$ cat src/rtl/stpr_pkg.sv
// stpr_pkg: types and constants shared by the trapezoidal stepper ramp
// holds the request and result structs, register map and reset values
// no dependencies
package stpr_pkg;

	localparam int RateW    = 16;
	localparam int IncW     = 10;
	localparam int CountW   = 16;
	localparam int ClkRateW = 32;
	localparam int DivCntW  = $clog2(ClkRateW);
	localparam int AddrW    = 4;
	localparam int DataW    = 32;

	localparam logic [RateW-1:0]    RATE_MAX       = '1;
	localparam logic [RateW-1:0]    RST_MIN_RATE   = 16'd250;
	localparam logic [IncW-1:0]     RST_RATE_INC   = 10'd10;
	localparam logic [CountW-1:0]   RST_RAMP_STEPS = 16'd975;
	localparam logic [ClkRateW-1:0] RST_CLOCK_RATE = 32'd16000000;

	localparam logic [1:0] REG_MIN_RATE   = 2'd0;
	localparam logic [1:0] REG_RATE_INC   = 2'd1;
	localparam logic [1:0] REG_RAMP_STEPS = 2'd2;
	localparam logic [1:0] REG_CLOCK_RATE = 2'd3;

	localparam logic FUNC_TICK  = 1'b0;
	localparam logic FUNC_START = 1'b1;

	typedef struct packed {
		logic              func;
		logic              direction;
		logic [CountW-1:0] step_count;
	} stpr_req_t;

	typedef struct packed {
		logic             step_pulse;
		logic             direction_out;
		logic             busy_res;
		logic [RateW-1:0] current_rate;
	} stpr_res_t;

endpackage

$ cat src/rtl/stepper_trapezoid_ramp.sv
// stepper_trapezoid_ramp: step pulse generator with a trapezoidal speed profile
// an APB register port, a request channel of ticks and starts, a result channel
// depends on stpr_pkg
//
// Every request gives one result, registered and shown the cycle after it is taken.
// A tick that issues no step, and a start that arrives while a move is running, do
// not start the divider. A start taken while idle, and a tick that issues a step,
// load the next period as clock_rate / rate through a bit-serial restoring divider,
// one quotient bit per cycle, so the block takes no new request until the divider
// is done. Ticks between steps stream at one per cycle while the result channel is
// not stalled, and every step adds the same divider stall whatever the period is.
// Configuration must be written only idle, by the user; the block does not enforce it.
module stepper_trapezoid_ramp
	import stpr_pkg::*;
(
	input  logic             clk,
	input  logic             arst_n,
	input  logic             psel,
	input  logic             penable,
	input  logic             pwrite,
	input  logic [AddrW-1:0] paddr,
	input  logic [DataW-1:0] pwdata,
	output logic [DataW-1:0] prdata,
	output logic             pready,
	input  logic             in_valid,
	output logic             in_ready,
	input  stpr_req_t        in_data,
	output logic             out_valid,
	input  logic             out_ready,
	output stpr_res_t        out_data
);

	logic [RateW-1:0]    min_rate_q;
	logic [IncW-1:0]     rate_inc_q;
	logic [CountW-1:0]   ramp_steps_q;
	logic [ClkRateW-1:0] clock_rate_q;

	logic [RateW-1:0]    rate_q;
	logic [CountW-1:0]   accel_q;
	logic [CountW-1:0]   cruise_q;
	logic [CountW-1:0]   decel_q;
	logic [ClkRateW-1:0] period_q;
	logic [ClkRateW-1:0] tick_q;
	logic                dir_q;

	logic                div_busy_q;
	logic [DivCntW-1:0]  div_cnt_q;
	logic [RateW-1:0]    div_rem_q;
	logic [RateW-1:0]    div_d_q;
	logic [ClkRateW-1:0] div_quo_q;

	logic                out_valid_q;
	stpr_res_t           out_q;

	logic                accept;
	logic                busy;
	logic [ClkRateW-1:0] tick_inc;
	logic [RateW:0]      rate_sum;
	logic [CountW:0]     two_ramp;
	logic [CountW:0]     cruise_diff;
	logic [RateW:0]      rem_shift;
	logic                rem_fits;
	logic [RateW:0]      rem_diff;

	logic [RateW-1:0]    n_rate;
	logic [CountW-1:0]   n_accel;
	logic [CountW-1:0]   n_cruise;
	logic [CountW-1:0]   n_decel;
	logic [ClkRateW-1:0] n_tick;
	logic                n_dir;
	logic                n_pulse;
	logic                div_go;
	logic [RateW-1:0]    div_src;

	assign pready    = 1'b1;
	assign accept    = in_valid && in_ready;
	assign in_ready  = !div_busy_q && (!out_valid_q || out_ready);
	assign out_valid = out_valid_q;
	assign out_data  = out_q;
	assign busy      = (|accel_q) || (|cruise_q) || (|decel_q);
	assign tick_inc  = tick_q + 32'd1;
	assign rate_sum  = {1'b0, rate_q} + {{(RateW+1-IncW){1'b0}}, rate_inc_q};
	assign two_ramp  = {ramp_steps_q, 1'b0};
	assign cruise_diff = {1'b0, in_data.step_count} - two_ramp;

	// one restoring division step
	assign rem_shift = {div_rem_q, div_quo_q[ClkRateW-1]};
	assign rem_fits  = rem_shift >= {1'b0, div_d_q};
	assign rem_diff  = rem_fits ? rem_shift - {1'b0, div_d_q} : rem_shift;

	always_comb begin
		n_rate   = rate_q;
		n_accel  = accel_q;
		n_cruise = cruise_q;
		n_decel  = decel_q;
		n_tick   = tick_q;
		n_dir    = dir_q;
		n_pulse  = 1'b0;
		div_go   = 1'b0;
		div_src  = rate_q;
		if (accept) begin
			if (in_data.func == FUNC_START) begin
				if (!busy) begin
					n_dir   = in_data.direction;
					n_rate  = min_rate_q;
					n_tick  = '0;
					div_go  = 1'b1;
					div_src = min_rate_q;
					if ({1'b0, in_data.step_count} <= two_ramp) begin
						n_accel  = in_data.step_count >> 1;
						n_decel  = in_data.step_count >> 1;
						n_cruise = {{(CountW-1){1'b0}}, in_data.step_count[0]};
					end else begin
						n_accel  = ramp_steps_q;
						n_decel  = ramp_steps_q;
						n_cruise = cruise_diff[CountW-1:0];
					end
				end
			end else if (busy) begin
				n_tick = tick_inc;
				if (tick_inc >= period_q) begin
					n_tick  = '0;
					n_pulse = 1'b1;
					div_go  = 1'b1;
					if (|accel_q) begin
						n_rate  = rate_sum[RateW] ? RATE_MAX : rate_sum[RateW-1:0];
						n_accel = accel_q - 16'd1;
					end else if (|cruise_q) begin
						n_cruise = cruise_q - 16'd1;
					end else begin
						n_rate  = (rate_q > {{(RateW-IncW){1'b0}}, rate_inc_q}) ?
							rate_q - {{(RateW-IncW){1'b0}}, rate_inc_q} : '0;
						n_decel = decel_q - 16'd1;
					end
				end
			end
		end
	end

	always_ff @(posedge clk or negedge arst_n) begin
		if (!arst_n) begin
			min_rate_q   <= RST_MIN_RATE;
			rate_inc_q   <= RST_RATE_INC;
			ramp_steps_q <= RST_RAMP_STEPS;
			clock_rate_q <= RST_CLOCK_RATE;
		end else if (psel && penable && pwrite && pready) begin
			unique case (paddr[3:2])
				REG_MIN_RATE:   min_rate_q   <= pwdata[RateW-1:0];
				REG_RATE_INC:   rate_inc_q   <= pwdata[IncW-1:0];
				REG_RAMP_STEPS: ramp_steps_q <= pwdata[CountW-1:0];
				REG_CLOCK_RATE: clock_rate_q <= pwdata[ClkRateW-1:0];
				default: ;
			endcase
		end
	end

	always_comb begin
		prdata = '0;
		unique case (paddr[3:2])
			REG_MIN_RATE:   prdata = {{(DataW-RateW){1'b0}}, min_rate_q};
			REG_RATE_INC:   prdata = {{(DataW-IncW){1'b0}}, rate_inc_q};
			REG_RAMP_STEPS: prdata = {{(DataW-CountW){1'b0}}, ramp_steps_q};
			REG_CLOCK_RATE: prdata = clock_rate_q;
			default:        prdata = '0;
		endcase
	end

	always_ff @(posedge clk or negedge arst_n) begin
		if (!arst_n) begin
			rate_q      <= '0;
			accel_q     <= '0;
			cruise_q    <= '0;
			decel_q     <= '0;
			period_q    <= '0;
			tick_q      <= '0;
			dir_q       <= 1'b1;
			div_busy_q  <= 1'b0;
			div_cnt_q   <= '0;
			out_valid_q <= 1'b0;
		end else begin
			rate_q   <= n_rate;
			accel_q  <= n_accel;
			cruise_q <= n_cruise;
			decel_q  <= n_decel;
			tick_q   <= n_tick;
			dir_q    <= n_dir;
			if (div_go) begin
				div_busy_q <= 1'b1;
				div_cnt_q  <= '0;
			end else if (div_busy_q) begin
				div_cnt_q <= div_cnt_q + DivCntW'(1);
				if (&div_cnt_q) begin
					div_busy_q <= 1'b0;
					period_q   <= {div_quo_q[ClkRateW-2:0], rem_fits};
				end
			end
			if (accept) begin
				out_valid_q <= 1'b1;
			end else if (out_ready) begin
				out_valid_q <= 1'b0;
			end
		end
	end

	always_ff @(posedge clk) begin
		if (div_go) begin
			div_rem_q <= '0;
			div_quo_q <= clock_rate_q;
			div_d_q   <= (div_src == '0) ? 16'd1 : div_src;
		end else if (div_busy_q) begin
			div_rem_q <= rem_diff[RateW-1:0];
			div_quo_q <= {div_quo_q[ClkRateW-2:0], rem_fits};
		end
		if (accept) begin
			out_q.step_pulse    <= n_pulse;
			out_q.direction_out <= n_dir;
			out_q.busy_res      <= (|n_accel) || (|n_cruise) || (|n_decel);
			out_q.current_rate  <= n_rate;
		end
	end

endmodule

$ cat config.mk
export PLATFORM = sky130hd
export DESIGN_NAME = stepper_trapezoid_ramp
export DESIGN_NICKNAME = d
export VERILOG_FILES = /design/src/rtl/stpr_pkg.sv /design/src/rtl/stepper_trapezoid_ramp.sv
export SDC_FILE = /design/constraint.sdc
export NUM_CORES = 1
export LEC_CHECK = 0
export ABC_CLOCK_PERIOD_IN_PS = 18550
export BUFFER_PORTS_ARGS = -buffer_cell sky130_fd_sc_hd__buf_2
export CAP_MARGIN = 20
export CORE_ASPECT_RATIO = 1.2
export CORE_MARGIN = 2
export CORE_UTILIZATION = 60
export CTS_BUF_LIST = sky130_fd_sc_hd__clkbuf_4
export DETAILED_ROUTE_END_ITERATION = 16
export GPL_ROUTABILITY_DRIVEN = 0
export GPL_TIMING_DRIVEN = 0
export PLACE_DENSITY_LB_ADDON = 0.15
export SETUP_SLACK_MARGIN = 0.5
export SYNTH_ARGS = -nofsm -noshare
export SYNTH_HDL_FRONTEND = slang
export SYNTH_SLANG_ARGS = --single-unit
$ cat constraint.sdc
create_clock -name clk -period 18.55 [get_ports clk]
set_clock_uncertainty 0.05 [all_clocks]
set_input_delay 3.71 -clock clk [delete_from_list [all_inputs] [get_ports clk]]
set_output_delay 3.71 -clock clk [all_outputs]
set_load 0.05 [all_outputs]
==> results by stage <==
Outcome:
- The run finished with clean final reports.

Setup path:
- The number of buffers and inverters on the critical path is 4.
- The kind of capture point of the worst setup path is a primary output.
- The critical path in this run is classified as in2out.
- The largest single stage delay on the critical path is 0.72 ns.
- The most repeated library cell on the critical path is buf_2.
- The required time of the critical path is 14.79 ns.
- Of all nets on the critical path, the largest fanout is 10.
- Data on the critical path arrives at its endpoint at 5.87 ns.
- The flop-to-flop setup slack is 10.24 ns.
- STA classifies the critical path startpoint as an input pin.
- The cell type of the slowest stage on the worst timing path is buf_1.
- Traced cell by cell, the critical path runs through buf_2 > buf_1 > clkbuf_1 > mux4_2 > buf_2.
- The cell family contributing the most delay on the critical path is buffers and inverters.

Pwr:
- Cell internal power was estimated by the tool at 0.00149 W.
- For this design the total switching power over the nets is 0.000927 W.
- VDD sags by at most 0.0719 mV.
- The analysis attributes to cell leakage a power of 9.01 nW.
- Registers are responsible for 39.7% of the overall power.
- Summing internal, switching and leakage power gives 0.00242 W.
- Of the total power, the share spent switching nets is 38.3%.
- The part of the power in combinational logic is 34.5%.
- The part of the power in the clock network is 25.8%.
- In this run the power density over the cells is 121 nW/um^2.

Timing:
- In this run the tightest slew margin relative to its limit is 23.3%.
- The worst setup margin is 8.92 ns.
- Setup repair after global routing left no endpoint under its margin.
- The minimum clock period is 9.63 ns.
- The final count of hold timing violations is 0.
- The final count of pins violating max slew is 0.
- The total of endpoints with negative setup slack in the final report is 0.
- The fmax is 104 MHz.
- Setup total negative slack on the finished layout was measured at 0 ns.
- In the finished design, the share of the clock period the worst path needs comes to 51.9%.
- The worst-margin pin slew is 1.15 ns.

GRT:
- The first-pass GRT wire length is 90300 microns.
- The initial antenna violation count is 2.
- The all-layer global routing usage is 37.7%.
- The number of global-route vias before repair was 16600.
- Entering global routing, the biggest net connects 95 pins.
- Summed over all layers, the global routing overflow is 0.

Detailed routing:
- The routed design has 57600 microns of wire.
- The average detailed-routed wire length per instance is 22.1 microns.
- The detailed router finished its first iteration with 1900 violations.
- Dividing the detail-routed via count by the number of cells gives 6.38.
- After detailed routing, the number of remaining DRC violations is 0.
- The number of detailed-routing iterations run before antenna repair is 7.
- The detail route stage leaves a number of antenna-violating nets equal to 0.
- Detailed routing inserted a total of 16700 vias.

Layout:
- The proportion of layout cells with a drive suffix above 1 is 16.9%.
- After the last flow step, the layout net total stands at 2307.
- The area growth from synthesis to final layout is 12.7%.

Synthesis:
- By count the netlist is led by 345 x nand2_1, 186 x dfrtp_1, 176 x o21ai_0, 116 x inv_1, 105 x nor2_1.
- The proportion of netlist area held by the largest area contributor is 26.1%.
- The net count of the mapped netlist is 2112.
- The count of unique library cells instantiated by Yosys is 93.
- Sequential cells were found to cover 42.8% of the synthesized design area.
- The instance count of the mapped netlist is 1958.
- By area the synthesized netlist is led by dfrtp_1 26%, edfxtp_1 11%, nand2_1 7.3%.
- The proportion of synthesized flip-flops having asynchronous set or reset is 71.7%.
- In the post-synthesis netlist, the cell with the most instances is nand2_1.
- The post-synthesis cell type with the largest combined area is dfrtp_1.
- The mapped netlist covers 17800 sq um.
- The number of enable-type register cells in the synthesized netlist is 67.
- The count of state elements after synthesis is 293.
- For this run, the leading register cell type out of synthesis is dfrtp_1.
- In this run the mean area of a mapped cell was 9.10 sq um.
- Yosys printed 0 warnings.

CTS:
- The total of cells resized after clock tree synthesis is 0.
- TritonCTS built the clock tree.
- In this run the deepest clock path goes through 3 buffers.
- The CTS clock-pin slew for the worst setup and hold paths is 0.07 ns.
- Buffers added to address setup during post-CTS repair amount to 0.
- The number of H-tree levels is 3.
- After clock tree synthesis, the flow added hold-fix buffers numbering 0.
- The clock insertion delay at the later pin of the skew report is 0.75 ns.
- CTS saw 293 sinks.
- The tree is rooted in a clkbuf_4.
- The TritonCTS buffer count is 78.

Floorplanning:
- The floorplan step defined a core boundary enclosing 29400 sq um.
- The initial utilization of the core area, before any placement, comes to 60.5%.
- The floorplan step set the die width to 161 microns.
- After floorplanning, the core was divided into 69 placement rows.
- The height of the die is 193 microns.
- 115 I/O pins were placed.
- The die covers 31100 sq um.

Min path:
- The path class of the tightest hold or removal check is reg2reg.

Place:
- After legalization and detailed placement, the total HPWL measured 42700 microns.
- The post-place setup slack is 8.94 ns.
- During placement, the flow inserted port buffers numbering 110.

Run:
- Across the run, the number of max-cap violations was 0.
## final timing paths
path | depth (start not counted) | endpoint | start
min in group asynchronous | 1 | rate_q[6] | arst_n
worst max register to register | 22 | div_quo_q[18] | tick_q[4]
max in group asynchronous | 3 | cruise_q[6] | arst_n
worst max-delay path | 5 | prdata[0] | paddr[2]
worst min register to register | 2 | div_rem_q[8] | div_rem_q[8]
worst min-delay path | 2 | div_rem_q[8] | div_rem_q[8]
## power groups by stage
stage	clock, W	sequential, W	combinational, W
after CTS	0.000631	0.000956	0.000822
after global routing	0.000668	0.000977	0.000929
after floorplan	0	0.000940	0.000594
after global placement	0	0.000963	0.000781
final	0.000625	0.000960	0.000836
after detailed placement	0	0.000967	0.000819
## worst reg2reg max path: stages (launching register included)
cell	delay [ns]
dfrtp_1	0.47
nand3_1	0.11
nor2_1	0.28
nand3_1	0.36
nor4_1	0.79
and3_1	0.36
and3_1	0.26
and3_1	0.26
and3_1	0.26
xor2_1	0.19
ha_1	0.28
nand4_1	0.15
nor3_1	0.08
a221oi_1	0.23
o21ai_0	0.33
a21o_1	0.33
clkbuf_1	0.34
buf_1	0.38
o21ai_1	0.73
inv_1	0.31
nor2_1	0.68
inv_1	0.48
buf_16	0.31
## area by class of cell
class                      instances  area, sq um
antenna                            3         7.51
buffer                            90          345
clock buffer                     121          908
clock inverter                    24          178
fill                            2416         9380
inverter                         117          439
multi-input combinational       1458         9410
sequential                       293         7620
tap                              390          488
timing repair buffer             115          666
## kinds of logic (layout without fill, tap and decap cells)
| group | after synthesis | in the layout | synth area share [%] |
|---|---|---|---|
| other | 1 | 4 | 0.0211 |
| and+or+nand+nor | 738 | 738 | 19.8 |
| AOI/OAI and AO/OA | 466 | 466 | 16.6 |
| adders and majority gates | 93 | 93 | 6.70 |
| buffers and inverters | 207 | 467 | 4.40 |
| muxes | 99 | 99 | 6.70 |
| DFF | 293 | 293 | 42.8 |
| xor gates and xnor gates | 61 | 61 | 3.00 |
## stage by stage
stage                     hold slack (ns)  instance area [sq um]  instances  utilization, %
after global placement              0.401                  18800       2458            64.0
final                               0.434                  20100       2611            68.1
after floorplan                     0.388                  17800       1958               -
after CTS                           0.438                  20100       2608            68.1
after detailed placement            0.415                  19000       2463            64.4
after global routing                0.461                  20100       2609            68.1
## metal layers
layer  global-route usage [%]  share of wire (%)
met5                        0                  0
met4                     23.8                7.0
met3                     8.79                 10
met2                     59.8                 46
met1                     46.8                 38
## state kept, by name (all words and copies together), names as in the netlist
register      flops
rate_q           16
out_valid         1
out_data         19
div_d_q          16
div_rem_q        16
period_q         32
div_cnt_q         5
accel_q          16
cruise_q         16
tick_q           32
rate_inc_q       10
div_busy_q        1
clock_rate_q     32
ramp_steps_q     16
div_quo_q        32
decel_q          16
min_rate_q       16
dir_q             1
## layout by cell type (no fill, tap or decap), types with 29 or more instances in the layout
cell type and instances:
buf_2 112, edfxtp_1 67, o21ai_0 176, a21oi_1 83, clkbuf_1 80, nand3_1 41
mux2_2 61, nor2_1 105, ha_1 89, inv_1 116, xor2_1 33, nor3_1 47
dfrtp_1 186, nand4_1 29, o211ai_1 32, nand2_1 345, clkbuf_4 121, and3_1 34
Power figures use the tool's default switching activity.
